[src/hdl/bf3g_pkg.sv]
// shared constants, types and helpers of the 3x3 box filter
package bf3g_pkg;

    localparam int PIX_W = 8;
    localparam int DIM_W = 13;
    localparam int DIMX_W = DIM_W + 1;
    localparam int POS_W = 12;
    localparam int SUM_W = 12;
    localparam int WIN_N = 9;

    localparam int DEF_MAX_WIDTH = 4096;
    localparam int DEF_MAX_HEIGHT = 4096;
    localparam logic [DIM_W-1:0] DEF_IMAGE_WIDTH = DIM_W'(1920);
    localparam logic [DIM_W-1:0] DEF_IMAGE_HEIGHT = DIM_W'(1080);
    localparam logic [DIMX_W-1:0] MIN_DIM = DIMX_W'(3);

    // floor(s / 9) = (s * 7282) >> 16 for every s up to 9 * 255
    localparam int DIV9_MULT_W = 13;
    localparam logic [DIV9_MULT_W-1:0] DIV9_MULT = DIV9_MULT_W'(7282);
    localparam int DIV9_SHIFT = 16;
    localparam int PROD_W = SUM_W + DIV9_MULT_W;

    localparam int APB_ADDR_W = 3;
    localparam int APB_DATA_W = 32;
    localparam int REG_IDX_W = APB_ADDR_W - 2;
    localparam logic [REG_IDX_W-1:0] REG_IMAGE_WIDTH = REG_IDX_W'(0);
    localparam logic [REG_IDX_W-1:0] REG_IMAGE_HEIGHT = REG_IDX_W'(1);

    typedef struct packed {
        logic             valid;
        logic [POS_W-1:0] row;
        logic [POS_W-1:0] col;
        logic             done;
    } meta_t;

    typedef struct packed {
        logic [PIX_W-1:0] up;
        logic [PIX_W-1:0] mid;
        logic [PIX_W-1:0] pix;
    } column_t;

    function automatic logic [PIX_W-1:0] div9(input logic [SUM_W-1:0] s);
        logic [PROD_W-1:0] prod;
        prod = PROD_W'(s) * PROD_W'(DIV9_MULT);
        return prod[DIV9_SHIFT +: PIX_W];
    endfunction

endpackage

[src/hdl/bf3g_mean.sv]
// 3x3 window, window sum and division by nine
module bf3g_mean import bf3g_pkg::*;
(
    input  logic             clk,
    input  logic             rst_n,
    input  logic             en,
    input  logic             col_valid,
    input  column_t          col,
    input  meta_t            col_meta,
    output logic             out_valid,
    output logic [PIX_W-1:0] out_mean,
    output meta_t            out_meta
);

    logic [PIX_W-1:0] win_reg [WIN_N];
    logic             v2_reg;
    meta_t            meta2_reg;
    logic             v3_reg;
    meta_t            meta3_reg;
    logic [SUM_W-1:0] sum3_reg;
    logic             vo_reg;
    meta_t            meta_o_reg;
    logic [PIX_W-1:0] mean_o_reg;
    logic [SUM_W-1:0] win_sum;

    always_comb
    begin
        win_sum = '0;
        for (int k = 0; k < WIN_N; k++)
            win_sum = win_sum + SUM_W'(win_reg[k]);
    end

    // rows top to bottom, newest column on the right
    always_ff @(posedge clk or negedge rst_n)
    begin
        if (!rst_n)
        begin
            for (int k = 0; k < WIN_N; k++)
                win_reg[k] <= '0;
        end
        else if (en && col_valid)
        begin
            for (int k = 0; k < 3; k++)
            begin
                win_reg[k*3]     <= win_reg[k*3 + 1];
                win_reg[k*3 + 1] <= win_reg[k*3 + 2];
            end
            win_reg[2] <= col.up;
            win_reg[5] <= col.mid;
            win_reg[8] <= col.pix;
        end
    end

    always_ff @(posedge clk or negedge rst_n)
    begin
        if (!rst_n)
        begin
            v2_reg <= 1'b0;
            v3_reg <= 1'b0;
            vo_reg <= 1'b0;
        end
        else if (en)
        begin
            v2_reg <= col_valid;
            v3_reg <= v2_reg;
            vo_reg <= v3_reg;
        end
    end

    always_ff @(posedge clk)
    begin
        if (en)
        begin
            meta2_reg <= col_meta;
            meta3_reg <= meta2_reg;
            sum3_reg <= win_sum;
            meta_o_reg <= meta3_reg;
            mean_o_reg <= meta3_reg.valid ? div9(sum3_reg) : '0;
        end
    end

    assign out_valid = vo_reg;
    assign out_mean = mean_o_reg;
    assign out_meta = meta_o_reg;

`ifndef SYNTHESIS
    a_centre_interior: assert property (@(posedge clk) disable iff (!rst_n)
        (vo_reg && meta_o_reg.valid) |-> (meta_o_reg.row != '0) && (meta_o_reg.col != '0))
        else $error("valid mean at a border position");
`endif

endmodule

[config.mk]
export PLATFORM = sky130hd
export DESIGN_NAME = bf3g_mean
export DESIGN_NICKNAME = d
export VERILOG_FILES = /design/src/hdl/bf3g_pkg.sv /design/src/hdl/bf3g_mean.sv
export SDC_FILE = /design/constraint.sdc
export NUM_CORES = 1
export LEC_CHECK = 0
export ABC_CLOCK_PERIOD_IN_PS = 5300
export BUFFER_PORTS_ARGS = -buffer_cell sky130_fd_sc_hd__buf_2
export CAP_MARGIN = 25
export CORE_MARGIN = 2
export CORE_UTILIZATION = 30
export DETAILED_ROUTE_END_ITERATION = 16
export MAX_ROUTING_LAYER = met4
export PLACE_DENSITY_LB_ADDON = 0.1
export SLEW_MARGIN = 10
export SYNTH_ARGS = -nofsm -noshare
export SYNTH_HDL_FRONTEND = slang
export SYNTH_SLANG_ARGS = --single-unit
[constraint.sdc]
create_clock -name clk -period 5.3 [get_ports clk]
set_clock_uncertainty 0.1 [all_clocks]
set_input_delay 1.59 -clock clk [delete_from_list [all_inputs] [get_ports clk]]
set_output_delay 1.59 -clock clk [all_outputs]
set_load 0.005 [all_outputs]
==> run_results.csv <==
group,metric,value,unit
setup_path,ff2ff_path_depth,18,
timing,slew_headroom,45.45,%
synthesis,yosys_register_bits,173,
clocking,cts_root_buffer,"clkbuf_16",
synthesis,synth_enable_flop_cells,98,
floorplan,fp.dieW,181.4,um
grt,grt_pass1_vias,5391,
grt,overflow,0,
timing,period_share,92.83,%
setup_path,ff2ff_setup_slack,0.38,ns
routing,dr.pass1.iters,4,
clocking,numCtsBuffers,17,
setup_path,start_kind,"flip-flop",
routing,drtIter0Drc,126,
routing,wire_per_inst,13.83,um
setup_path,cp.arrival,5.03,ns
clocking,cts_sinks,173,
clocking,clockBufferDepth,2,
worst_hold_path,worstHoldStart,"meta2_reg[17]",
synthesis,synth.most_common_cell,"inv_1",
placement,io_buffers,88,
synthesis,ys_top_cells_by_area,"edfxtp_1, dfrtp_1, fa_1",
synthesis,yosys-top-cells-count,"inv_1, edfxtp_1, fa_1",
synthesis,synth_top_area_cell,"edfxtp_1",
synthesis,synth-simple-area-share,2.742,%
routing,vias,4977,
clocking,cts_hold_buf,0,
timing,tightest_slew,0.8182,ns
synthesis,synth_fa_ha_area_share,28.19,%
grt,grt_pass1_wl,26.96,mm
synthesis,synth_top_area_share,31.16,%
clocking,postCtsSetupRepairBufs,0,
clocking,clk_latency,0.44,ns
synthesis,syn_area,9445,um2
grt,grtUsageTotal,10.81,%
floorplan,rows,64,
synthesis,async_flop_share,43.35,%
clocking,cts.clk_slew.worst_paths,0.08,ns
setup_path,r2r-end,"out_mean[5]",
routing,ant_nets,0,
synthesis,synth.area.mux_share,7.604,%
synthesis,synth-compound-area-share,3.722,%
cells_and_area,diodes,0,
grt,grt_max_degree,76,
synthesis,synthDistinctLibCells,40,
timing,rsz0062_at_grt,"false",
placement,dp_hpwl,12.03,mm
cells_and_area,drive_above_1_share,24.48,%
synthesis,syn_nets,877,
synthesis,synth_ff_type,"edfxtp_1",
floorplan,dieArea,32920,um2
timing,slew_viol_final,0,
synthesis,syn_avg_cell_area,14.31,um2
synthesis,synth_cells,660,
clocking,htreeDepth,4,
job,cap_violations,0,
grt,antenna_found_initial,0,
setup_path,cp_data_required_time,5.41,ns
cells_and_area,nets,976,
setup_path,critical_path_peak_fanout,6,
cells_and_area,largest_reg_flops,72,
worst_hold_path,holdPathEnd,"meta3_reg[17]",
setup_path,path_class,"flip-flop to flip-flop",
setup_path,reg2reg_from,"sum3_reg[3]",
cells_and_area,synthToLayoutAreaGrowth,16.43,%
worst_hold_path,hold_path_depth,0,
synthesis,synth_top_family_by_area,"adder cells",
placement,place_congestion,0.8226,
routing,route.detailed.drc,0,
floorplan,die_h,181.4,um
timing,fmax,203.3,MHz
timing,finalWorstPathRequiredPeriod,4.920,ns
synthesis,synth_xor_area_share,1.391,%
timing,setup_viol,0,
floorplan,core_area,30830,um2
setup_path,crit_path_end_kind,"flip-flop",
synthesis,yosys_warnings,0,
outcome,status,"finished, final reports clean",
floorplan,ios,89,
timing,hold_violations,0,
routing,viasPerCell,4.261,
worst_hold_path,min_path_type,"flip-flop to flip-flop",
floorplan,start_util,30.64,%
routing,routed_wl,16.16,mm
synthesis,seq_area_frac_synth,51.03,%
clocking,ctsResizeCount,0,
timing,fin_setup_tns,0,ns
clocking,cts_tree,"yes",
worst max path at each step:
stage                start     endpoint  depth (start not counted)
3_5_place_dp   sum3_reg[3]  out_mean[5]                         18
4_1_cts        sum3_reg[3]  out_mean[5]                         18
3_3_place_gp   sum3_reg[7]  out_mean[6]                         16
6_report       sum3_reg[3]  out_mean[5]                         18
5_1_grt        sum3_reg[3]  out_mean[6]                         18
2_1_floorplan  sum3_reg[7]  out_mean[3]                         16
through the flow:
stage               utilization (%)  std cells  setup WS, ns  hold WS, ns  area [um2]
global route                  35.67       1168       0.07174       0.3226       11000
finish                        35.67       1168        0.3800       0.3145       11000
floorplan                         -        660        0.7222       0.3003        9445
global placement              33.62       1135        0.4742       0.3006       10360
CTS                           35.60       1167        0.3699       0.3183       10980
detailed placement            33.62       1135        0.4071       0.3045       10360
per-layer routing:
layer  vias to the layer above  GRT usage (%)  part of all wire (%)
li1                       2406              -                     -
met3                        14          2.968                   3.4
met1                      2473          13.04                    46
met5                         -              -                     0
met2                        84          17.53                    49
met4                         0          3.707                   1.4
kinds of logic after synthesis:
group                      after synthesis
AOI/OAI and AO/OA                       55
xor gates and xnor gates                15
adders and majority gates              163
buffers and inverters                  133
DFF                                    173
muxes                                   64
and+or+nand+nor                         57
final cells by class:
type                            instances  area (um2)
Multi-Input combinational cell        354        4130
Sequential cell                       173        4820
Timing Repair Buffer                   91       480.5
Inverter                              122       457.9
Fill cell                            2993       19830
Tap cell                              396       495.5
Clock inverter                         15       187.7
Clock buffer                           17       425.4
layout by cell type, fill, tap and decap left out, types with 3 or more instances in the layout:
cell         n
o21ai_0     21
a21o_1       7
and2_1       4
inv_6        3
clkbuf_16   17
inv_8        6
xnor2_1      8
buf_2       86
nand4_1      3
nand3_1      4
nor2_1      14
fa_1        83
dfrtp_1     75
ha_1        80
buf_4        4
inv_1      122
nand2_1     23
mux2_2      62
a21oi_1      9
edfxtp_1    98
xor2_1       7
worst max-delay path, stage by stage, from the launching register on:
cell and delay, ns:
edfxtp_1 0.47, inv_1 0.08, fa_1 0.49, inv_1 0.06, ha_1 0.30, inv_1 0.06
fa_1 0.49, inv_1 0.05, fa_1 0.50, inv_1 0.06, fa_1 0.52, inv_1 0.04
ha_1 0.29, o21ai_0 0.11, o21ai_1 0.18, o211ai_2 0.19, o31ai_1 0.41, xor2_1 0.10
and2_1 0.17
Power is not shown: default switching activity piles up to over one toggle a cycle in this logic, so the estimate is an artifact.
