File: src/hdl/bf3g_pkg.sv
// shared constants, types and helpers of the 3x3 box filter
package bf3g_pkg;

    localparam int PIX_W = 8;
    localparam int DIM_W = 13;
    localparam int DIMX_W = DIM_W + 1;
    localparam int POS_W = 12;
    localparam int SUM_W = 12;
    localparam int WIN_N = 9;

    localparam int DEF_MAX_WIDTH = 4096;
    localparam int DEF_MAX_HEIGHT = 4096;
    localparam logic [DIM_W-1:0] DEF_IMAGE_WIDTH = DIM_W'(1920);
    localparam logic [DIM_W-1:0] DEF_IMAGE_HEIGHT = DIM_W'(1080);
    localparam logic [DIMX_W-1:0] MIN_DIM = DIMX_W'(3);

    // floor(s / 9) = (s * 7282) >> 16 for every s up to 9 * 255
    localparam int DIV9_MULT_W = 13;
    localparam logic [DIV9_MULT_W-1:0] DIV9_MULT = DIV9_MULT_W'(7282);
    localparam int DIV9_SHIFT = 16;
    localparam int PROD_W = SUM_W + DIV9_MULT_W;

    localparam int APB_ADDR_W = 3;
    localparam int APB_DATA_W = 32;
    localparam int REG_IDX_W = APB_ADDR_W - 2;
    localparam logic [REG_IDX_W-1:0] REG_IMAGE_WIDTH = REG_IDX_W'(0);
    localparam logic [REG_IDX_W-1:0] REG_IMAGE_HEIGHT = REG_IDX_W'(1);

    typedef struct packed {
        logic             valid;
        logic [POS_W-1:0] row;
        logic [POS_W-1:0] col;
        logic             done;
    } meta_t;

    typedef struct packed {
        logic [PIX_W-1:0] up;
        logic [PIX_W-1:0] mid;
        logic [PIX_W-1:0] pix;
    } column_t;

    function automatic logic [PIX_W-1:0] div9(input logic [SUM_W-1:0] s);
        logic [PROD_W-1:0] prod;
        prod = PROD_W'(s) * PROD_W'(DIV9_MULT);
        return prod[DIV9_SHIFT +: PIX_W];
    endfunction

endpackage

File: src/hdl/bf3g_scan.sv
// raster position counters and per-pixel window tags
module bf3g_scan import bf3g_pkg::*;
#(
    parameter int MAX_WIDTH = DEF_MAX_WIDTH,
    parameter int MAX_HEIGHT = DEF_MAX_HEIGHT,
    localparam int CW = $clog2(MAX_WIDTH),
    localparam int RW = $clog2(MAX_HEIGHT)
)
(
    input  logic             clk,
    input  logic             rst_n,
    input  logic             accept,
    input  logic             sof,
    input  logic [DIM_W-1:0] image_width,
    input  logic [DIM_W-1:0] image_height,
    output logic [CW-1:0]    idx,
    output meta_t            meta
);

    localparam logic [DIMX_W-1:0] MAX_W_X = DIMX_W'(MAX_WIDTH);
    localparam logic [DIMX_W-1:0] MAX_H_X = DIMX_W'(MAX_HEIGHT);

    logic [CW-1:0]     col_reg;
    logic [CW-1:0]     col_next;
    logic [RW-1:0]     row_reg;
    logic [RW-1:0]     row_next;
    logic [CW-1:0]     c_cur;
    logic [RW-1:0]     r_cur;
    logic [CW-1:0]     c_m1;
    logic [RW-1:0]     r_m1;
    logic [DIMX_W-1:0] w_x;
    logic [DIMX_W-1:0] h_x;
    logic [DIMX_W-1:0] w_eff;
    logic [DIMX_W-1:0] h_eff;
    logic              last_col;
    logic              last_row;
    logic              interior;

    assign w_x = DIMX_W'(image_width);
    assign h_x = DIMX_W'(image_height);

    // out-of-range sizes are clamped
    always_comb
    begin
        if (w_x < MIN_DIM)
            w_eff = MIN_DIM;
        else if (w_x > MAX_W_X)
            w_eff = MAX_W_X;
        else
            w_eff = w_x;
        if (h_x < MIN_DIM)
            h_eff = MIN_DIM;
        else if (h_x > MAX_H_X)
            h_eff = MAX_H_X;
        else
            h_eff = h_x;
    end

    assign c_cur = sof ? '0 : col_reg;
    assign r_cur = sof ? '0 : row_reg;
    assign last_col = (DIMX_W'(c_cur) + DIMX_W'(1)) >= w_eff;
    assign last_row = (DIMX_W'(r_cur) + DIMX_W'(1)) >= h_eff;
    assign interior = (DIMX_W'(c_cur) >= DIMX_W'(2)) && (DIMX_W'(r_cur) >= DIMX_W'(2));
    assign c_m1 = c_cur - CW'(1);
    assign r_m1 = r_cur - RW'(1);

    always_comb
    begin
        col_next = c_cur + CW'(1);
        row_next = r_cur;
        if (last_col)
        begin
            col_next = '0;
            row_next = last_row ? '0 : r_cur + RW'(1);
        end
    end

    always_ff @(posedge clk or negedge rst_n)
    begin
        if (!rst_n)
        begin
            col_reg <= '0;
            row_reg <= '0;
        end
        else if (accept)
        begin
            col_reg <= col_next;
            row_reg <= row_next;
        end
    end

    assign idx = c_cur;
    assign meta.valid = interior;
    assign meta.row = interior ? POS_W'(r_m1) : '0;
    assign meta.col = interior ? POS_W'(c_m1) : '0;
    assign meta.done = last_col && last_row;

`ifndef SYNTHESIS
    localparam logic [DIMX_W-1:0] COL_LIM = DIMX_W'(MAX_WIDTH);
    localparam logic [DIMX_W-1:0] ROW_LIM = DIMX_W'(MAX_HEIGHT);

    a_counters_in_range: assert property (@(posedge clk) disable iff (!rst_n)
        (DIMX_W'(col_reg) < COL_LIM) && (DIMX_W'(row_reg) < ROW_LIM))
        else $error("position counter beyond maximum size");
`endif

endmodule

File: config.mk
export PLATFORM = sky130hd
export DESIGN_NAME = bf3g_scan
export DESIGN_NICKNAME = d
export VERILOG_FILES = /design/src/hdl/bf3g_pkg.sv /design/src/hdl/bf3g_scan.sv
export SDC_FILE = /design/constraint.sdc
export NUM_CORES = 1
export LEC_CHECK = 0
export ABC_AREA = 1
export BUFFER_PORTS_ARGS = -buffer_cell sky130_fd_sc_hd__buf_2
export CORE_MARGIN = 2
export CORE_UTILIZATION = 56
export CTS_BUF_LIST = sky130_fd_sc_hd__clkbuf_16
export DETAILED_ROUTE_END_ITERATION = 8
export PLACE_DENSITY = 0.85
export REMOVE_ABC_BUFFERS = 1
export SYNTH_ARGS = -nofsm -noshare
export SYNTH_HDL_FRONTEND = slang
export SYNTH_SLANG_ARGS = --single-unit
File: constraint.sdc
create_clock -name clk -period 5.6 [get_ports clk]
set_input_delay 0.28 -clock clk [delete_from_list [all_inputs] [get_ports clk]]
set_output_delay 0.28 -clock clk [all_outputs]
set_load 0.02 [all_outputs]
==> reports/metrics.yaml, run 1 <==
timing:
  hold_violations: 0
  post-route-min-period_ps: 4080
  rsz0062_at_grt: "no"
  timing.slew.headroom_pct: 46.1
  hold_slack_ps: 19.2
  setup-violations-final: 0
  worst_pin_slew_ps: 800
  fin_worst_skew_ps: 2.65
  max_clock_freq_ghz: 0.245
  period_share_pct: 72.8
  fin_setup_tns_ps: 0
  final_max_slew_violation_count: 0
power_and_ir_drop:
  p_per_area_mw_per_mm2: 175
  fin_total_pwr_uw: 647
  vdd.ir_drop.worst_v: 0.000113
  leakagePower_uw: 0.00225
synth:
  post_synth.cell_area_avg_um2: 6.41
  yosys-mux-area-fraction_pct: 0
  ys_top_cells_by_count: "nand2_1 (139), inv_1 (71), nor2_1 (70), ha_1 (32), nand3_1 (32)"
  synth-edff-count: 0
  ys_seq_elements: 24
  netlist_area_mm2: 0.00326
  synth-async-reset-ratio_pct: 100
  dominant_combinational_cell_family_by_area_after_synthesis: "simple AND/OR/NAND/NOR gates"
  synth_top_cell_by_area: "dfrtp_1"
  synth_adder_area_share_pct: 12.3
  netlist.area_leader.share_pct: 18.4
  ys_warn_count: 0
  ys_dominant_reg_cell: "dfrtp_1"
  synth.most_common_cell: "nand2_1"
  synth_cell_type_count: 41
  syn-instance-count: 509
  synth_area_leaders: "dfrtp_1 (18%), nand2_1 (16%), ha_1 (12%), inv_1 (8.2%), nor2_1 (8.1%)"
  synth_xor_xnor_area_share_pct: 6.45
  post_synth_and_or_nand_nor_area_fraction_pct: 44.2
  synth_compound_area_share_pct: 7.06
  sequential_fraction_of_the_synthesis_area_pct: 18.4
outcome:
  run_status: "finished clean"
die:
  design.core.area_mm2: 0.00557
  num_rows: 27
  die_y_um: 80.3
  die-area_mm2: 0.00645
  pin_count: 68
  initial_core_util_pct: 58.5
  fp.dieW_um: 80.3
layout:
  net_count_final: 635
  final_design_area_no_fill_mm2: 0.00369
  post_route_cells_drive_above_1_share_pct: 22.2
  areaGrowthSynthToFinish_pct: 13.3
  layoutNonFillerInstCount: 644
  diodes: 0
global_routing:
  grt_pass1_wl_um: 14600
  grt_pass1_vias: 3192
  grt-busiest-layer: "met2"
  grt_use_met2_pct: 44.4
  antenna_violations_before_repair: 0
  grt_max_degree: 26
  gr-total-overflow: 0
  grt_util_overall_pct: 28.4
  use_met1_pct: 39.8
  met3_usage_pct: 5.84
critical_path:
  critical_path_arrival_ps: 3800
  worst_setup_path_type: "flop to output pin"
  critPathCaptureType: "output pin"
  worst-r2r-cell-count: 18
  worstPathRequired_ps: 5320
  startpoint_type: "flop"
  worst-path-max-fanout: 9
clock_tree:
  worst_setup_hold_path_clk_slew_ps: 70
  worstSkewPairLatency_ps: 260
  cts_inserted_buffers: 3
  post_cts_gate_resize_count: 0
  cts_hold_buffers: 0
  clock-root-buffer: "clkbuf_16"
  tritoncts_clock_tree: "yes"
  cts_sink_cnt: 24
  clock_tree.buffer_depth: 2
  cts_post_setup_buffers_inserted: 0
  ctsHtreeMaxLevel: 1
place:
  postPlaceCellArea_mm2: 0.00362
  placement.io_buffers: 67
  detailed_place_hpwl_um: 7030
  gpl.final_weighted_congestion: 0.982
  placedCellCount: 640
detailed_routing:
  post-route-drc-count: 0
  route.antenna.remaining_nets: 0
  detail_route.vias_per_cell: 5.42
  wirelength_um: 8690
  firstDrtPassIters: 5
  routed-via-count: 3493
  avgRoutedWirePerCell_um: 13.5
  dr.first_iter.drc_count: 324
job:
  reported_max_cap_violation_count: 0
min_path:
  hold_path_class: "input port to asynchronous set/reset pin"
power breakdown:
part	internal [µW]	total (µW)	leakage (µW)	switching, µW
Sequential	182	190	0.000322	8.65
Combinational	95.4	293	0.00189	198
Clock	95.8	163	0.0000385	67.5
per-layer routing:
layer	wire length [µm]	part of all wire (%)
met1	3810	44
met2	3960	46
met3	832	9.6
met4	86	0.99
met5	0	0
area by class of cell:
| class | count | area, µm² |
|---|---|---|
| Sequential cell | 24 | 601 |
| Tap cell | 72 | 90.1 |
| Inverter | 81 | 307 |
| Multi-Input combinational cell | 396 | 2280 |
| Clock inverter | 1 | 3.75 |
| Clock buffer | 3 | 75.1 |
| Timing Repair Buffer | 67 | 335 |
| Fill cell | 517 | 1880 |
per-stage QoR:
stage | utilization [%] | worst slack (ps)
5_1_grt | 66.3 | 1220
4_1_cts | 66.3 | 1590
6_report | 66.3 | 1520
2_1_floorplan | - | 2250
3_5_place_dp | 64.9 | 1710
3_3_place_gp | 64.9 | 1810
path summary, 6_finish.rpt:
path | slack, ps | start | end
worst max-delay path | 1520 | col_reg[0]$_DFFE_PN0P_ | meta[0]
worst min-delay path | 20 | rst_n | col_reg[9]$_DFFE_PN0P_
worst max register to register | 1940 | col_reg[0]$_DFFE_PN0P_ | col_reg[2]$_DFFE_PN0P_
worst min register to register | 490 | row_reg[11]$_DFFE_PN0P_ | row_reg[11]$_DFFE_PN0P_
max in group asynchronous | 5200 | rst_n | row_reg[6]$_DFFE_PN0P_
min in group clk | 460 | accept | col_reg[4]$_DFFE_PN0P_
placed cells by master (no fill, tap or decap), types with 9 or more instances in the layout:
| master | count |
|---|---|
| nand2_1 | 139 |
| inv_1 | 71 |
| nor2_1 | 70 |
| buf_2 | 67 |
| nand3_1 | 32 |
| ha_1 | 32 |
| dfrtp_1 | 24 |
| xor2_1 | 23 |
| a21oi_1 | 20 |
| nor2_2 | 11 |
| nor3_1 | 9 |
worst max-delay path, cell delays in order (launching register included):
cell and delay [ps]:
dfrtp_1 360, inv_1 60, nor2_1 380, ha_1 290, nand3_1 170, nor3_2 290
nand3_1 160, nand2_1 150, inv_1 60, ha_1 270, nand2_1 40, nor2_1 160
nand2_1 70, nor2_1 90, nand2_1 150, nand2_2 230, inv_1 110, or2_2 290
inv_1 50, buf_2 150
logic make-up (layout without fill, tap and decap cells):
| group | Yosys count | after routing |
|---|---|---|
| AO/OA/AOI/OAI | 38 | 38 |
| adder cells (fa/ha/maj) | 32 | 32 |
| buffers and inverters | 89 | 152 |
| XOR/XNOR | 24 | 24 |
| flip-flops | 24 | 24 |
| AND/OR/NAND/NOR | 302 | 302 |
(Power assumes the default switching activity.)
==> run 2: changes to the inputs <==
Settings changed: CORE_UTILIZATION 56 to 51, PLACE_DENSITY 0.85 to 0.82.
Clock period 5.6 ns to 3.3 ns, I/O delays scaled along.
==> reports/metrics.yaml, run 2 (synthesis results as in run 1) <==
critical_path:
  worst-r2r-cell-count: 20
  worst-path-max-fanout: 4
  worst_setup_path_type: "flop to output pin"
  startpoint_type: "flop"
  crit_path_end: "meta[0]"
  worstReg2RegStart: "col_reg[1]$_DFFE_PN0P_"
  crit-reg2reg-capture: "row_reg[1]$_DFFE_PN0P_"
  rrSetupSlack_ps: 140
  cp_slowest_stage_delay_ps: 370
  cells_traversed_along_the_worst_timing_path: "inv_1 > nor2_4 > ha_4 > nand3_4 > nor3_4 > nand2_1 > nand2_1 > and2_4 > inv_1 > ha_1 > nand2_1 > inv_1 > nand2_1 > nand2_1 > a21oi_4 > nand2_4 > inv_1 > or2_2 > inv_1 > buf_4"
  critPathCaptureType: "output pin"
  worst_setup_path_startpoint: "col_reg[1]$_DFFE_PN0P_"
  slowest_cell_on_crit_path: "dfrtp_1"
  worstPathRequired_ps: 3130
  critical_path_arrival_ps: 3000
global_routing:
  grt_util_overall_pct: 24.9
  grt_max_degree: 26
  grt_pass1_vias: 3046
  gr-total-overflow: 0
  antenna_violations_before_repair: 0
  grt_pass1_wl_um: 14500
layout:
  post_route_cells_drive_above_1_share_pct: 27.3
  fillerInstances: 533
  areaGrowthSynthToFinish_pct: 21.5
  diodes: 0
  layoutNonFillerInstCount: 667
  multi_input_comb_area_mm2: 0.00240
  net_count_final: 653
  final_cell_mix: "nand2_1 (138), inv_1 (70), buf_2 (66)"
  layout.cells.most_common: "nand2_1"
  register_area_um2: 602
timing:
  period_share_pct: 95.9
  worst_slack_ps: 135
  fin_worst_skew_ps: 1.77
  max_clock_freq_ghz: 0.316
  timing.slew.headroom_pct: 60.7
  setup-violations-final: 0
  hold_violations: 0
  worst_pin_slew_ps: 590
  post-route-min-period_ps: 3170
  hold_slack_ps: 370
  final_max_slew_violation_count: 0
clock_tree:
  cts_inserted_buffers: 3
  cts_sink_cnt: 24
  tritoncts_clock_tree: "yes"
  worstSkewPairLatency_ps: 260
  clock_tree.buffer_depth: 2
  ctsHtreeMaxLevel: 1
  worst_setup_hold_path_clk_slew_ps: 60
  clock-root-buffer: "clkbuf_16"
die:
  pin_count: 68
  design.core.area_mm2: 0.00628
  initial_core_util_pct: 51.9
  num_rows: 29
  fp.dieW_um: 84.0
  die_y_um: 84.0
  die-area_mm2: 0.00705
detailed_routing:
  firstDrtPassIters: 7
  route.antenna.remaining_nets: 0
  post-route-drc-count: 0
  dr.first_iter.drc_count: 268
  routed-via-count: 3535
  avgRoutedWirePerCell_um: 13.9
  wirelength_um: 9270
  detail_route.vias_per_cell: 5.30
power_and_ir_drop:
  intPower_uw: 652
  leakagePower_uw: 0.00236
  seq_power_share_pct: 28.7
  p_per_area_mw_per_mm2: 285
  vdd.ir_drop.worst_v: 0.000252
  share_comb_of_total_power_pct: 47.6
  net-switching-power_uw: 478
  swShare_pct: 42.3
  clockPowerShare_pct: 23.8
place:
  placedCellCount: 653
  placement.io_buffers: 67
  detailed_place_hpwl_um: 6970
  gpl.final_weighted_congestion: 0.938
  preCtsSetupSlack_ps: 92.7
min_path:
  hold_path_class: "input port to flop"
job:
  reported_max_cap_violation_count: 0
outcome:
  run_status: "finished clean"
run 2: power groups by stage:
stage	logic, µW	clock network (µW)	registers [µW]
after floorplan	339	0	325
after global placement	498	0	327
after detailed placement	507	0	327
after CTS	516	268	322
after global routing	590	282	326
final	537	269	324
run 2: area by class of cell:
cell class	count	area share (%)
Inverter	81	7.74
Clock inverter	1	0.0947
Clock buffer	3	1.89
Multi-Input combinational cell	396	60.7
Tap cell	77	2.43
Sequential cell	24	15.2
Timing Repair Buffer	85	12.0
run 2: timing repair:
| action | 4_1_cts | 5_1_grt |
|---|---|---|
| setup buffers | 2 | 7 |
| endpoints found under the hold margin | 24 | 0 |
| setup endpoints to repair | 1 | 19 |
| pin swaps | 2 | 8 |
| resized for setup | 7 | 21 |
| hold buffers | 1 | 0 |
run 2: worst max-delay path: cells and delay by family, from the launching register on:
kind / cells / cell delay (ps)
buf+inv: 6 / 460
fa+ha+maj: 2 / 450
flops: 1 / 370
simple gates: 11 / 1360
compound gates: 1 / 100
run 2: per-layer routing:
metal,up-vias,part of all wire [%],global-route usage (%)
met5,-,0,0
met3,11,7.5,2.57
li1,1765,-,-
met1,1612,45,36.1
met2,147,47,40.6
met4,0,1.2,4.40
run 2: worst min-delay path by stage:
stage	from	end	slack (ps)	cells past startpoint
global route	accept	row_reg[8]$_DFFE_PN0P_	400	3
floorplan	rst_n	col_reg[0]$_DFFE_PN0P_	-130	0
CTS	accept	col_reg[4]$_DFFE_PN0P_	360	3
global placement	rst_n	col_reg[7]$_DFFE_PN0P_	190	1
detailed placement	rst_n	col_reg[7]$_DFFE_PN0P_	190	1
finish	accept	col_reg[4]$_DFFE_PN0P_	370	3
run 2: per-stage QoR:
stage / utilization, % / cell area, µm² / power (µW) / setup TNS (ps)
floorplan: - / 3190 / 664 / 0
global placement: 58.7 / 3680 / 825 / 0
detailed placement: 58.7 / 3680 / 834 / 0
CTS: 60.8 / 3810 / 1110 / 0
global route: 63.1 / 3960 / 1200 / -142
finish: 63.1 / 3960 / 1130 / 0
==> run 3: changes to the inputs <==
Settings changed: CORE_UTILIZATION 51 to 56, PLACE_DENSITY 0.82 to 0.85.
Clock period 3.3 ns to 3.64 ns, I/O delays scaled along.
==> reports/metrics.yaml, run 3 (synthesis results as in run 1) <==
detailed_routing:
  avgRoutedWirePerCell_um: 13.5
  routed-via-count: 3443
  wirelength_um: 8790
  route.antenna.remaining_nets: 0
  dr.first_iter.drc_count: 313
  detail_route.vias_per_cell: 5.30
  firstDrtPassIters: 5
  post-route-drc-count: 0
layout:
  net_count_final: 641
  layout.cells.most_common: "nand2_1"
  final_cell_mix: "nand2_1 (138), inv_1 (70), nor2_1 (69)"
  diodes: 0
  fillerInstances: 503
  areaGrowthSynthToFinish_pct: 16.3
  post_route_cells_drive_above_1_share_pct: 23.9
die:
  initial_core_util_pct: 58.5
  fp.dieW_um: 80.3
  num_rows: 27
  die-area_mm2: 0.00645
  die_y_um: 80.3
  design.core.area_mm2: 0.00557
  pin_count: 68
timing:
  setup-violations-final: 0
  rsz0062_at_grt: "no"
  final_max_slew_violation_count: 0
  period_share_pct: 94.4
  fin_setup_tns_ps: 0
  max_clock_freq_ghz: 0.291
  hold_violations: 0
  post-route-min-period_ps: 3430
  worst_slack_ps: 205
  timing.slew.headroom_pct: 46.1
  worst_pin_slew_ps: 800
  fin_worst_skew_ps: 6.63
clock_tree:
  worst_setup_hold_path_clk_slew_ps: 70
  cts_sink_cnt: 24
  ctsHtreeMaxLevel: 1
  tritoncts_clock_tree: "yes"
  worstSkewPairLatency_ps: 270
  clock-root-buffer: "clkbuf_16"
  cts_post_setup_buffers_inserted: 0
  cts_inserted_buffers: 3
  clock_tree.buffer_depth: 2
critical_path:
  startpoint_type: "flop"
  worstPathRequired_ps: 3460
  worst-path-max-fanout: 9
  critical_path_arrival_ps: 3250
  critPathCaptureType: "output pin"
  worst_setup_path_type: "flop to output pin"
place:
  gpl.final_weighted_congestion: 0.931
  detailed_place_hpwl_um: 6930
  preCtsSetupSlack_ps: 275
  placement.io_buffers: 67
power_and_ir_drop:
  leakagePower_uw: 0.00231
  vdd.ir_drop.worst_v: 0.000198
  p_per_area_mw_per_mm2: 284
  fin_total_pwr_uw: 1080
global_routing:
  grt_max_degree: 26
  gr-total-overflow: 0
  grt_pass1_vias: 3101
  grt_util_overall_pct: 27.6
  grt_pass1_wl_um: 14200
  antenna_violations_before_repair: 0
job:
  reported_max_cap_violation_count: 0
min_path:
  hold_path_class: "input port to flop"
outcome:
  run_status: "finished clean"
==> run 3: changes by cell type in the layout (fill, tap and decap cells not counted), moves of 2 or more <==
cell     change
nor2_4       -4
nand3_1      +2
nor2_1       +5
buf_4       -13
==> run 3: timing repair <==
item,in CTS,in global routing
setup endpoints to repair,0,1
hold buffers,1,0
hold endpoints to repair,24,0
resized for setup,0,7
==> run 3: worst paths after layout <==
check | from | endpoint | slack (ps) | cells past startpoint
worst max-delay path | col_reg[1]$_DFFE_PN0P_ | meta[0] | 210 | 19
worst min-delay path | accept | col_reg[4]$_DFFE_PN0P_ | 380 | 3
worst min register to register | col_reg[10]$_DFFE_PN0P_ | col_reg[10]$_DFFE_PN0P_ | 500 | 2
worst max register to register | col_reg[1]$_DFFE_PN0P_ | col_reg[11]$_DFFE_PN0P_ | 360 | 19
min in group asynchronous | rst_n | col_reg[5]$_DFFE_PN0P_ | 460 | 2
max in group asynchronous | rst_n | col_reg[11]$_DFFE_PN0P_ | 2780 | 2
==> run 3: final cells by class <==
cell class | count | area, µm² | area share (%)
clock buffer | 3 | 75.1 | 1.98
clock inverter | 1 | 30.0 | 0.792
inverter | 81 | 307 | 8.08
multi-input combinational | 396 | 2310 | 60.8
sequential | 24 | 601 | 15.8
tap | 72 | 90.1 | 2.38
timing repair buffer | 73 | 383 | 10.1
==> run 3: per-stage QoR <==
step | util, % | cell area, µm² | std cells | hold WS [ps]
floorplan | - | 3190 | 501 | -114
global placement | 65.5 | 3650 | 645 | 206
detailed placement | 65.5 | 3650 | 645 | 222
CTS | 67.6 | 3770 | 650 | 370
global route | 68.0 | 3790 | 650 | 386
finish | 68.0 | 3790 | 650 | 377
==> run 3: per-layer routing <==
metal | GRT usage [%] | part of all wire (%)
met5 | 0 | 0
met3 | 4.49 | 8.9
met4 | 4.92 | 0.78
met2 | 43.5 | 44
met1 | 40.1 | 46
==> run 3: report_power, final <==
part / total, µW / switching (µW) / leakage [µW] / internal (µW)
clock: 324 / 105 / 0.0000511 / 219
sequential: 292 / 12.1 / 0.000322 / 280
combinational: 463 / 310 / 0.00194 / 153
total: 1080 / 426 / 0.00231 / 652
==> run 3: worst max-delay path, stage by stage (launching register included) <==
cell and delay, ps:
dfrtp_1 350, inv_1 70, nor2_2 160, ha_2 240, nand3_2 140, nor3_4 270
nand3_1 130, nand2_1 110, inv_1 50, ha_1 270, nand2_1 60, nor2_2 120
nand2_1 70, nor2_1 110, nand2_2 120, nand2_4 140, inv_1 90, or2_2 280
inv_1 50, buf_2 150
