==> config.mk <==
export PLATFORM = sky130hd
export DESIGN_NAME = bf3g_cfg
export DESIGN_NICKNAME = d
export VERILOG_FILES = /design/src/hdl/bf3g_pkg.sv /design/src/hdl/bf3g_cfg.sv
export SDC_FILE = /design/constraint.sdc
export NUM_CORES = 1
export LEC_CHECK = 0
export ABC_AREA = 1
export BUFFER_PORTS_ARGS = -buffer_cell sky130_fd_sc_hd__clkbuf_2
export CELL_PAD_IN_SITES_DETAIL_PLACEMENT = 1
export CELL_PAD_IN_SITES_GLOBAL_PLACEMENT = 2
export CORE_MARGIN = 3
export CORE_UTILIZATION = 22
export DETAILED_ROUTE_END_ITERATION = 16
export PLACE_DENSITY_LB_ADDON = 0.1
export SYNTH_ARGS = -nofsm -noshare
export SYNTH_HDL_FRONTEND = slang
export SYNTH_SLANG_ARGS = --single-unit
==> constraint.sdc <==
create_clock -name clk -period 1.65 [get_ports clk]
set_clock_uncertainty 0.15 [all_clocks]
set_input_delay 0.33 -clock clk [delete_from_list [all_inputs] [get_ports clk]]
set_output_delay 0.33 -clock clk [all_outputs]
set_load 0.02 [all_outputs]
==> src/hdl/bf3g_pkg.sv <==
// shared constants, types and helpers of the 3x3 box filter
package bf3g_pkg;

    localparam int PIX_W = 8;
    localparam int DIM_W = 13;
    localparam int DIMX_W = DIM_W + 1;
    localparam int POS_W = 12;
    localparam int SUM_W = 12;
    localparam int WIN_N = 9;

    localparam int DEF_MAX_WIDTH = 4096;
    localparam int DEF_MAX_HEIGHT = 4096;
    localparam logic [DIM_W-1:0] DEF_IMAGE_WIDTH = DIM_W'(1920);
    localparam logic [DIM_W-1:0] DEF_IMAGE_HEIGHT = DIM_W'(1080);
    localparam logic [DIMX_W-1:0] MIN_DIM = DIMX_W'(3);

    // floor(s / 9) = (s * 7282) >> 16 for every s up to 9 * 255
    localparam int DIV9_MULT_W = 13;
    localparam logic [DIV9_MULT_W-1:0] DIV9_MULT = DIV9_MULT_W'(7282);
    localparam int DIV9_SHIFT = 16;
    localparam int PROD_W = SUM_W + DIV9_MULT_W;

    localparam int APB_ADDR_W = 3;
    localparam int APB_DATA_W = 32;
    localparam int REG_IDX_W = APB_ADDR_W - 2;
    localparam logic [REG_IDX_W-1:0] REG_IMAGE_WIDTH = REG_IDX_W'(0);
    localparam logic [REG_IDX_W-1:0] REG_IMAGE_HEIGHT = REG_IDX_W'(1);

    typedef struct packed {
        logic             valid;
        logic [POS_W-1:0] row;
        logic [POS_W-1:0] col;
        logic             done;
    } meta_t;

    typedef struct packed {
        logic [PIX_W-1:0] up;
        logic [PIX_W-1:0] mid;
        logic [PIX_W-1:0] pix;
    } column_t;

    function automatic logic [PIX_W-1:0] div9(input logic [SUM_W-1:0] s);
        logic [PROD_W-1:0] prod;
        prod = PROD_W'(s) * PROD_W'(DIV9_MULT);
        return prod[DIV9_SHIFT +: PIX_W];
    endfunction

endpackage

==> src/hdl/bf3g_cfg.sv <==
// apb register file holding image width and height
module bf3g_cfg import bf3g_pkg::*;
(
    input  logic                  clk,
    input  logic                  rst_n,
    input  logic                  psel,
    input  logic                  penable,
    input  logic                  pwrite,
    input  logic [APB_ADDR_W-1:0] paddr,
    input  logic [APB_DATA_W-1:0] pwdata,
    output logic [APB_DATA_W-1:0] prdata,
    output logic [DIM_W-1:0]      image_width,
    output logic [DIM_W-1:0]      image_height
);

    logic [DIM_W-1:0]     width_reg;
    logic [DIM_W-1:0]     height_reg;
    logic [REG_IDX_W-1:0] reg_idx;
    logic                 wr_en;

    assign reg_idx = paddr[APB_ADDR_W-1:2];
    assign wr_en = psel && penable && pwrite;

    always_ff @(posedge clk or negedge rst_n)
    begin
        if (!rst_n)
        begin
            width_reg <= DEF_IMAGE_WIDTH;
            height_reg <= DEF_IMAGE_HEIGHT;
        end
        else if (wr_en)
        begin
            case (reg_idx)
                REG_IMAGE_WIDTH:  width_reg <= pwdata[DIM_W-1:0];
                REG_IMAGE_HEIGHT: height_reg <= pwdata[DIM_W-1:0];
                default:          ;
            endcase
        end
    end

    always_comb
    begin
        case (reg_idx)
            REG_IMAGE_WIDTH:  prdata = APB_DATA_W'(width_reg);
            REG_IMAGE_HEIGHT: prdata = APB_DATA_W'(height_reg);
            default:          prdata = '0;
        endcase
    end

    assign image_width = width_reg;
    assign image_height = height_reg;

endmodule

==> reports/qor.yml, run 1 <==
outcome: "finished, final reports clean"
hp-start: "pwdata[7]"
cts_buffer_depth: 2
io_pins: 98
grt_pass1_wl_mm: 6.62
r2r_cells: 2
cts_buffers: 3
drc_errors: 0
cts_tree: "done"
dieWidth_um: 85.2
via_count: 1266
r2r-start: "image_height[4]$_DFFE_PN1P_"
place.port_buffers: 57
mappedNetlistArea_sq_mm: 0.00138
drt-pass1-iter-count: 3
crit_start: "image_width[9]$_DFFE_PN1P_"
start_util: 0.231
fill_cells: 762
p_seq_frac: 0.440
switching_share: 0.390
critPathCapture: "prdata[9]"
setup_viol: 0
antenna_left: 0
ir_worst_vdd_uv: 412
area_delta_synth_final_pct: 28.3
clock-root-buffer: "clkbuf_8"
finalCritPeriodShare: 0.959
setup_tns_ps: 0
fmaxAchievable_ghz: 0.632
p_int_mw: 1.22
cp-end-kind: "primary output"
synth_seq_area_share: 0.478
layout.nets: 278
clk_pin_slew_worst_paths_ps: 90
dp_hpwl_mm: 2.86
htreeDepth: 1
vias_per_cell: 4.06
drt-wirelength-per-cell_um: 12.8
pwr-share-clk: 0.207
path_cells: "nand2_1, nand2_1, buf_2"
hold_viol: 0
chipHeight_um: 85.2
antenna_found_initial: 0
grt_max_degree: 27
p_leak_nw: 1.04
p_per_area_mw_per_mm2: 1130
synth_cell_types: 14
rsz0062_at_grt: "no"
grt_pass1_vias: 1280
critical_path.max_fanout: 3
die_area_sq_mm: 0.00727
maxSlewViolCount: 0
setup_slack_ps: 67.7
postLayoutCoreUtil: 0.296
critPathRequiredTime_ps: 1170
finalWirelength_mm: 3.98
routabilityCongestion: 0.633
core_area_sq_mm: 0.00599
dr.first_iter.drc_count: 22
synth-seq-cells: 26
r2r_slack_ps: 780
p_switching_mw: 0.780
worstSkewPairLatency_ps: 260
layout_commonest_cell: "nand2_1"
fin_crit_ps: 1580
antenna_cells: 0
slowest_delay_ps: 550
avgSynthCellArea_sq_um: 7.76
crit_slowest_cell: "dfstp_2"
startpoint_type: "flip-flop"
post_cts_buffers: 0
worst-setup-path-type: "flip-flop to primary output"
grt_overflow: 0
row_count: 28
cts.sinks: 26
drive_above_1_share: 0.338
hold_path.class: "input port to flip-flop"
yosys_warnings: 0
grt_use_total: 0.113
postSynthCellCount: 178
final_cell_mix: "92 x nand2_1, 55 x clkbuf_2, 26 x nand3_1"
pre_cts_slack_ps: 108
r2r_end: "image_height[4]$_DFFE_PN1P_"
arrival_ps: 1100
pwr-share-comb: 0.353
cp_common_cell: "nand2_1"
maxCapViolCount: 0
## area by class of cell
cell class              instances  area [sq um]  area share
multi-input cells             140           577       0.326
flip-flops and latches         26           661       0.373
repair buffers                 65           375       0.212
well taps                      75          93.8      0.0530
inverters                       2          10.0     0.00565
clock buffers                   4          55.1      0.0311
## stage by stage
step	hold WS [ps]	total power [mW]	area (sq um)	std cells
6_report	114	2.00	1770	312
4_1_cts	110	2.04	1770	312
3_5_place_dp	207	1.61	1700	307
5_1_grt	114	2.15	1770	312
2_1_floorplan	-116	1.36	1450	196
3_3_place_gp	207	1.61	1700	307
## flip-flops by register name (all words and copies together) (netlist names)
name / cells
image_height: 13
image_width: 13
## worst min path at each step
| stage | end | cells after the start |
|---|---|---|
| finish | image_width[7]$_DFFE_PN1P_ | 3 |
| CTS | image_width[7]$_DFFE_PN1P_ | 3 |
| floorplan | image_height[0]$_DFFE_PN0P_ | 0 |
| detailed placement | image_width[3]$_DFFE_PN0P_ | 2 |
| global placement | image_width[3]$_DFFE_PN0P_ | 2 |
| global route | image_width[8]$_DFFE_PN1P_ | 3 |
## worst max-delay path, delay by kind of cell, from the launching register on
| kind | cells | cell delay, ps |
|---|---|---|
| buffers and inverters | 1 | 160 |
| flip-flops | 1 | 550 |
| AND/OR/NAND/NOR | 2 | 140 |
## per-layer routing
layer	global-route usage	vias to the layer above	share of wire
li1	-	635	-
met3	0.0214	2	0.062
met2	0.181	42	0.45
met1	0.159	587	0.48
met4	0.0259	0	0.0063
met5	0	-	0
## logic make-up after synthesis
family / count (synthesis) / synth area share
AND/OR/NAND/NOR: 121 / 0.366
buffers and inverters: 30 / 0.153
flip-flops: 26 / 0.478
other: 1 / 0.00271
## synth_stat cells
library cell  instances  area share
buf_2                 5       0.018
buf_4                20        0.11
buf_6                 2       0.016
clkbuf_1              1      0.0027
conb_1                1      0.0027
dfrtp_1              18        0.33
dfstp_2               8        0.15
inv_2                 1      0.0027
inv_4                 1      0.0045
nand2_1              92        0.25
nand3_1              26       0.094
nand4_1               1      0.0045
nand4_2               1      0.0091
nor2_4                1      0.0082
## power groups by stage
stage               clock network [mW]  logic (mW)  registers (mW)
CTS                              0.437       0.720           0.886
floorplan                            0       0.330            1.03
finish                           0.413       0.707           0.881
detailed placement                   0       0.719           0.896
global route                     0.462       0.781           0.908
global placement                     0       0.712           0.897
## timing repair
action / in CTS / in global routing
endpoints found under the setup margin: 0 / 2
hold buffers: 1 / 0
gates resized for setup: 0 / 3
hold endpoints to repair: 18 / 0
Note: power is estimated with default switching activity, not from simulation.
==> run 2, diff against run 1 <==
--- a/config.mk
+++ b/config.mk
@@ -10,9 +10,10 @@
 export CELL_PAD_IN_SITES_DETAIL_PLACEMENT = 1
 export CELL_PAD_IN_SITES_GLOBAL_PLACEMENT = 2
 export CORE_MARGIN = 3
-export CORE_UTILIZATION = 22
+export CORE_UTILIZATION = 18
 export DETAILED_ROUTE_END_ITERATION = 16
 export PLACE_DENSITY_LB_ADDON = 0.1
+export REMOVE_ABC_BUFFERS = 1
 export SYNTH_ARGS = -nofsm -noshare
 export SYNTH_HDL_FRONTEND = slang
 export SYNTH_SLANG_ARGS = --single-unit
==> constraint.sdc (replaced) <==
create_clock -name clk -period 1.33 [get_ports clk]
set_clock_uncertainty 0.15 [all_clocks]
set_input_delay 0.266 -clock clk [delete_from_list [all_inputs] [get_ports clk]]
set_output_delay 0.266 -clock clk [all_outputs]
set_load 0.02 [all_outputs]
==> run 2 against run 1 <==
The flow now finishes with violations (setup timing). Core utilization increased by 0.55 points. Routed wire length increased by 13%. Sequential power increased by 25%. Critical endpoint is now prdata[10]. Flip-flop and latch count unchanged. First-iteration DRC count increased by 23%. Sequential share of layout area decreased by 7.4 points. Final area increased by 25%. Worst setup slack got worse by 260 ps. Clock power increased by 17%.
==> reports/qor.yml, run 2 (synthesis results as in run 1) <==
rsz0062_at_grt: "yes"  # was no
wl_met3_um: 228  # was 247 um
instances_no_fill: 365  # was 312
die_area_sq_mm: 0.00876  # was 0.00727 sq mm
crit_slowest_cell: "dfstp_2"  # unchanged
grt_pass1_vias: 1434  # was 1280
p_per_area_mw_per_mm2: 1280  # was 1130 mW/mm^2
finalWirelength_mm: 4.52  # was 3.98 mm
slowest_delay_ps: 570  # was 550 ps
maxCapViolCount: 0  # unchanged
htreeDepth: 1  # unchanged
worstSkewPairLatency_ps: 270  # was 260 ps
antenna_cells: 0  # unchanged
vias_per_cell: 3.81  # was 4.06
layout_commonest_cell: "nand2_1"  # unchanged
clk_pin_slew_worst_paths_ps: 100  # was 90 ps
crit_buf_inv: 1  # unchanged
cp_common_cell: "nand2_1"  # unchanged
antenna_left: 0  # unchanged
place_area_sq_mm: 0.00185  # was 0.00170 sq mm
start_util: 0.188  # was 0.231
chipHeight_um: 93.6  # was 85.2 um
grt_pass1_wl_mm: 7.36  # was 6.62 mm
drt-wirelength-per-cell_um: 12.4  # was 12.8 um
violations: "setup timing"
hold_viol: 0  # unchanged
clock-root-buffer: "clkbuf_8"  # unchanged
fmaxAchievable_ghz: 0.659
cts_tree: "done"  # unchanged
critPathRequiredTime_ps: 910  # was 1170 ps
routabilityCongestion: 0.663  # was 0.633
drive_above_1_share: 0.425  # was 0.338
outcome: "finished, violations left"  # was finished, final reports clean
dr.first_iter.drc_count: 27  # was 22
dr.max_layer_used: "met4"  # unchanged
io_pins: 98  # unchanged
fin_area_sq_mm: 0.00221  # was 0.00177 sq mm
dieWidth_um: 93.6  # was 85.2 um
cpLargestDelayFamily: "flip-flops"  # unchanged
setup_slack_ps: -188  # was 67.7 ps
final_cell_mix: "87 x nand2_1, 33 x buf_4, 32 x clkbuf_2"  # was 92 x nand2_1, 55 x clkbuf_2, 26 x nand3_1
area_delta_synth_final_pct: 59.9  # was 28.3%
fill_cells: 910  # was 762
fin_crit_ps: 1520
worst-setup-path-type: "flip-flop to primary output"  # unchanged
startpoint_type: "flip-flop"  # unchanged
drc_errors: 0  # unchanged
dp_hpwl_mm: 3.41  # was 2.86 mm
antenna_found_initial: 0  # unchanged
finalCritPeriodShare: 1.14
grt_max_degree: 27  # unchanged
maxSlewViolCount: 0  # unchanged
cts_buffer_depth: 2  # unchanged
core_area_sq_mm: 0.00733  # was 0.00599 sq mm
arrival_ps: 1100  # about the same
p_leak_nw: 1.23  # was 1.04 nW
drt-pass1-iter-count: 4  # was 3
grt_overflow: 0  # unchanged
ir_worst_vdd_uv: 409  # was 412 uV
setup_viol: 22  # was 0
place.port_buffers: 57  # unchanged
layout.nets: 307  # was 278
row_count: 31  # was 28
critical_path.max_fanout: 3  # unchanged
cts.sinks: 26  # unchanged
met2WireLength_mm: 2.12  # was 1.81 mm
wl_met1_mm: 2.14  # was 1.90 mm
via_count: 1390  # was 1266
cp-end-kind: "primary output"  # unchanged
grt_use_total: 0.106  # was 0.113
path_cells: "nand2_1, nand2_1, clkbuf_8"  # was nand2_1, nand2_1, buf_2
cts_buffers: 3  # unchanged
hold_path.class: "input port to flip-flop"  # unchanged
post-place-cells: 347  # was 307
[run 2: changes by cell type in the layout (fill, tap and decap cells not counted), sizes merged]
cell,change
buf,+41
clkbuf,-12
[run 2: worst min-delay path, cell delays in order]
cell,delay (ps)
clkbuf_2,90
nand3_1,70
nand2_1,50
[run 2: path summary, 6_finish.rpt]
kind                                                 to  slack (ps)  cells after the start                          from
max                                          prdata[10]        -190                      3   image_width[10]$_DFFE_PN1P_
min                          image_width[9]$_DFFE_PN1P_          40                      3                     pwdata[9]
max reg2reg                image_height[11]$_DFFE_PN0P_         330                      4  image_height[11]$_DFFE_PN0P_
min reg2reg                  image_width[8]$_DFFE_PN1P_         330                      2    image_width[8]$_DFFE_PN1P_
max in group asynchronous    image_width[7]$_DFFE_PN1P_         330                      3                         rst_n
min in group asynchronous    image_width[1]$_DFFE_PN0P_         380                      3                         rst_n
[run 2: per-layer routing]
layer | track usage | vias up
li1 | - | 695
met1 | 0.144 | 646
met2 | 0.178 | 47
met3 | 0.0209 | 2
met4 | 0.0181 | 0
met5 | 0 | -
[run 2: per-stage QoR]
step | TNS, ps | setup slack [ps] | power [mW] | util | hold slack (ps)
after global routing | -3220 | -244 | 3.02 | 0.301 | 41.7
final | -1960 | -188 | 2.82 | 0.301 | 39.1
after floorplan | 0 | 115 | 1.62 | - | -180
after detailed placement | -757 | -57.6 | 2.05 | 0.253 | 149
after CTS | -2490 | -197 | 2.71 | 0.282 | 31.2
after global placement | -804 | -65.4 | 2.04 | 0.253 | 154
[run 2: area by class of cell]
cell class | count | area, sq um | area share
repair buffers | 94 | 777 | 0.352
flip-flops and latches | 26 | 661 | 0.299
well taps | 99 | 124 | 0.0561
clock buffers | 4 | 45.0 | 0.0204
multi-input cells | 140 | 589 | 0.267
inverters | 2 | 12.5 | 0.00567
[run 2: power breakdown]
part	switching [mW]	internal [mW]	leakage, nW	total (mW)
sequential	0.128	0.974	0.310	1.10
combinational	0.658	0.577	0.897	1.24
clock	0.270	0.215	0.0228	0.485
total	1.06	1.77	1.23	2.82
[run 2: repair_timing]
item                                    4_1_cts  5_1_grt
setup buffers                                 3       10
hold buffers                                  1        0
resized for setup                            34       34
pin swaps                                    15        8
endpoints found under the setup margin       21       22
endpoints found under the hold margin        18        0
==> run 3, diff against run 2 <==
--- a/config.mk
+++ b/config.mk
@@ -7,12 +7,10 @@
 export LEC_CHECK = 0
 export ABC_AREA = 1
 export BUFFER_PORTS_ARGS = -buffer_cell sky130_fd_sc_hd__clkbuf_2
-export CELL_PAD_IN_SITES_DETAIL_PLACEMENT = 1
-export CELL_PAD_IN_SITES_GLOBAL_PLACEMENT = 2
 export CORE_MARGIN = 3
-export CORE_UTILIZATION = 18
+export CORE_UTILIZATION = 37
 export DETAILED_ROUTE_END_ITERATION = 16
-export PLACE_DENSITY_LB_ADDON = 0.1
+export PLACE_DENSITY = 0.76
 export REMOVE_ABC_BUFFERS = 1
 export SYNTH_ARGS = -nofsm -noshare
 export SYNTH_HDL_FRONTEND = slang
==> run 3 against run 2 <==
Global-route usage rose by 5.4 points. Routed wire length fell by 22%. Die area fell by 49%. Combinational power fell by 3%. Register-to-register slack got worse by 30 ps. Critical path depth did not move. The run still ends with setup timing left. Clock power rose by 6.0%. Final cell count fell by 18%.
==> reports/qor.yml, run 3 (synthesis results as in run 1) <==
start_util: 0.398  # was 0.188
io_pins: 98  # unchanged
crit_cells: 3  # unchanged
maxCapViolCount: 0  # unchanged
chipHeight_um: 67.1  # was 93.6 um
fin_crit_ps: 1510  # was 1520 ps
worst-setup-path-type: "flip-flop to primary output"  # unchanged
finalWirelength_mm: 3.54  # was 4.52 mm
pwr-share-clk: 0.183  # was 0.172
drt-pass1-iter-count: 4  # unchanged
routabilityCongestion: 0.742  # was 0.663
cpLargestDelayFamily: "flip-flops"  # unchanged
cp_common_cell: "nand2_1"  # unchanged
grt_overflow: 0  # unchanged
vias_per_cell: 4.44  # was 3.81
grt_use_total: 0.160  # was 0.106
met2WireLength_mm: 1.88  # was 2.12 mm
r2r_cells: 4  # unchanged
hold_path.class: "input port to flip-flop"  # unchanged
pre_cts_slack_ps: -50.7  # was -57.6 ps
fmaxAchievable_ghz: 0.660  # was 0.659 GHz
finalCritPeriodShare: 1.14  # about the same
core_area_sq_mm: 0.00347  # was 0.00733 sq mm
fin_area_sq_mm: 0.00205  # was 0.00221 sq mm
cp-end-kind: "primary output"  # unchanged
cts_buffers: 3  # unchanged
fin_total_pwr_mw: 2.81  # was 2.82 mW
crit_slowest_cell: "dfstp_2"  # unchanged
dp_hpwl_mm: 2.40  # was 3.41 mm
area_delta_synth_final_pct: 48.7  # was 59.9%
r2r-start: "image_height[5]$_DFFE_PN1P_"  # was image_height[11]$_DFFE_PN0P_
p_seq_frac: 0.390  # about the same
clock-root-buffer: "clkbuf_8"  # unchanged
hp-start: "pwdata[4]"  # was pwdata[9]
pwr-share-comb: 0.427  # was 0.438
die_area_sq_mm: 0.00450  # was 0.00876 sq mm
grt_max_degree: 27  # unchanged
crit_start: "image_height[4]$_DFFE_PN1P_"  # was image_width[10]$_DFFE_PN1P_
drive_above_1_share: 0.402  # was 0.425
violations: "setup timing"  # unchanged
wl_met1_mm: 1.42  # was 2.14 mm
p_int_mw: 1.78  # was 1.77 mW
layout.nets: 295  # was 307
arrival_ps: 1100  # about the same
wl_met3_um: 202  # was 228 um
final_cell_mix: "87 x nand2_1, 36 x clkbuf_2, 26 x nand3_1"  # was 87 x nand2_1, 33 x buf_4, 32 x clkbuf_2
startpoint_type: "flip-flop"  # unchanged
critPathRequiredTime_ps: 910  # about the same
setup_viol: 21  # was 22
cts.sinks: 26  # unchanged
setup_tns_ps: -1980  # was -1960 ps
crit_buf_inv: 1  # unchanged
switching_share: 0.365  # was 0.374
critical_path.max_fanout: 3  # unchanged
layout_commonest_cell: "nand2_1"  # unchanged
antenna_cells: 0  # unchanged
drc_errors: 0  # unchanged
p_per_area_mw_per_mm2: 1370  # was 1280 mW/mm^2
ir_worst_vdd_uv: 598  # was 409 uV
clk_pin_slew_worst_paths_ps: 90  # was 100 ps
dr.max_layer_used: "met4"  # unchanged
place_area_sq_mm: 0.00171  # was 0.00185 sq mm
cts_buffer_depth: 2  # unchanged
p_leak_nw: 1.17  # was 1.23 nW
row_count: 21  # was 31
worstSkewPairLatency_ps: 270  # about the same
fin_worst_hold_slack_ps: 43.8  # was 39.1 ps
p_switching_mw: 1.02  # was 1.06 mW
min_path_cells: 3  # unchanged
setup_slack_ps: -185  # was -188 ps
dieWidth_um: 67.1  # was 93.6 um
dr.first_iter.drc_count: 52  # was 27
cts_tree: "done"  # unchanged
drt-wirelength-per-cell_um: 11.8  # was 12.4 um
htreeDepth: 1  # unchanged
antenna_found_initial: 0  # unchanged
maxSlewViolCount: 0  # unchanged
antenna_left: 0  # unchanged
grt_pass1_wl_mm: 5.53  # was 7.36 mm
outcome: "finished, violations left"  # unchanged
rsz0062_at_grt: "yes"  # unchanged
path_cells: "nand2_1, nand2_1, clkbuf_8"  # unchanged
slowest_delay_ps: 560  # was 570 ps
hold_viol: 0  # unchanged
via_count: 1331  # was 1390
grt_pass1_vias: 1172  # was 1434
place.port_buffers: 57  # unchanged
[run 3: worst paths after layout]
kind                                               end  slack (ps)
max                                          prdata[4]        -180
min                        image_height[4]$_DFFE_PN1P_          40
max reg2reg                image_height[5]$_DFFE_PN1P_         300
min reg2reg                 image_width[8]$_DFFE_PN1P_         330
max in group asynchronous  image_height[3]$_DFFE_PN1P_         350
min in group asynchronous  image_height[7]$_DFFE_PN0P_         380
[run 3: routing by layer]
metal | track usage | up-vias
met3 | 0.0169 | 5
met4 | 0.0532 | 0
met2 | 0.294 | 48
met5 | 0 | -
li1 | - | 671
met1 | 0.192 | 607
[run 3: repair_timing]
action / CTS / global route
resized for setup: 35 / 25
hold endpoints to repair: 18 / 0
buffers inserted: 4 / 7
hold buffers: 1 / 0
setup endpoints to repair: 21 / 21
pin swaps: 10 / 1
[run 3: area by class of cell]
type,count,area (sq um)
Multi-Input combinational cell,140,589
Clock buffer,4,55.1
Sequential cell,26,661
Inverter,2,12.5
Fill cell,327,1410
Tap cell,46,57.6
Timing Repair Buffer,82,679
[run 3: stage by stage]
stage | std cells | utilization
floorplan | 168 | -
global placement | 284 | 0.494
detailed placement | 284 | 0.494
CTS | 293 | 0.563
global route | 300 | 0.592
finish | 300 | 0.592
[run 3: worst reg2reg max path: cells and delay by family (launching register included)]
kind	cells	cell delay (ps)
flip-flops	1	540
AND/OR/NAND/NOR	2	100
buffers and inverters	2	190
[run 3: power by group through the flow]
stage          Combinational, mW  Sequential, mW  Clock, mW
6_report                    1.20            1.09      0.514
2_1_floorplan              0.345            1.28          0
3_5_place_dp               0.891            1.10          0
3_3_place_gp               0.876            1.10          0
4_1_cts                     1.07            1.09      0.522
5_1_grt                     1.30            1.12      0.567
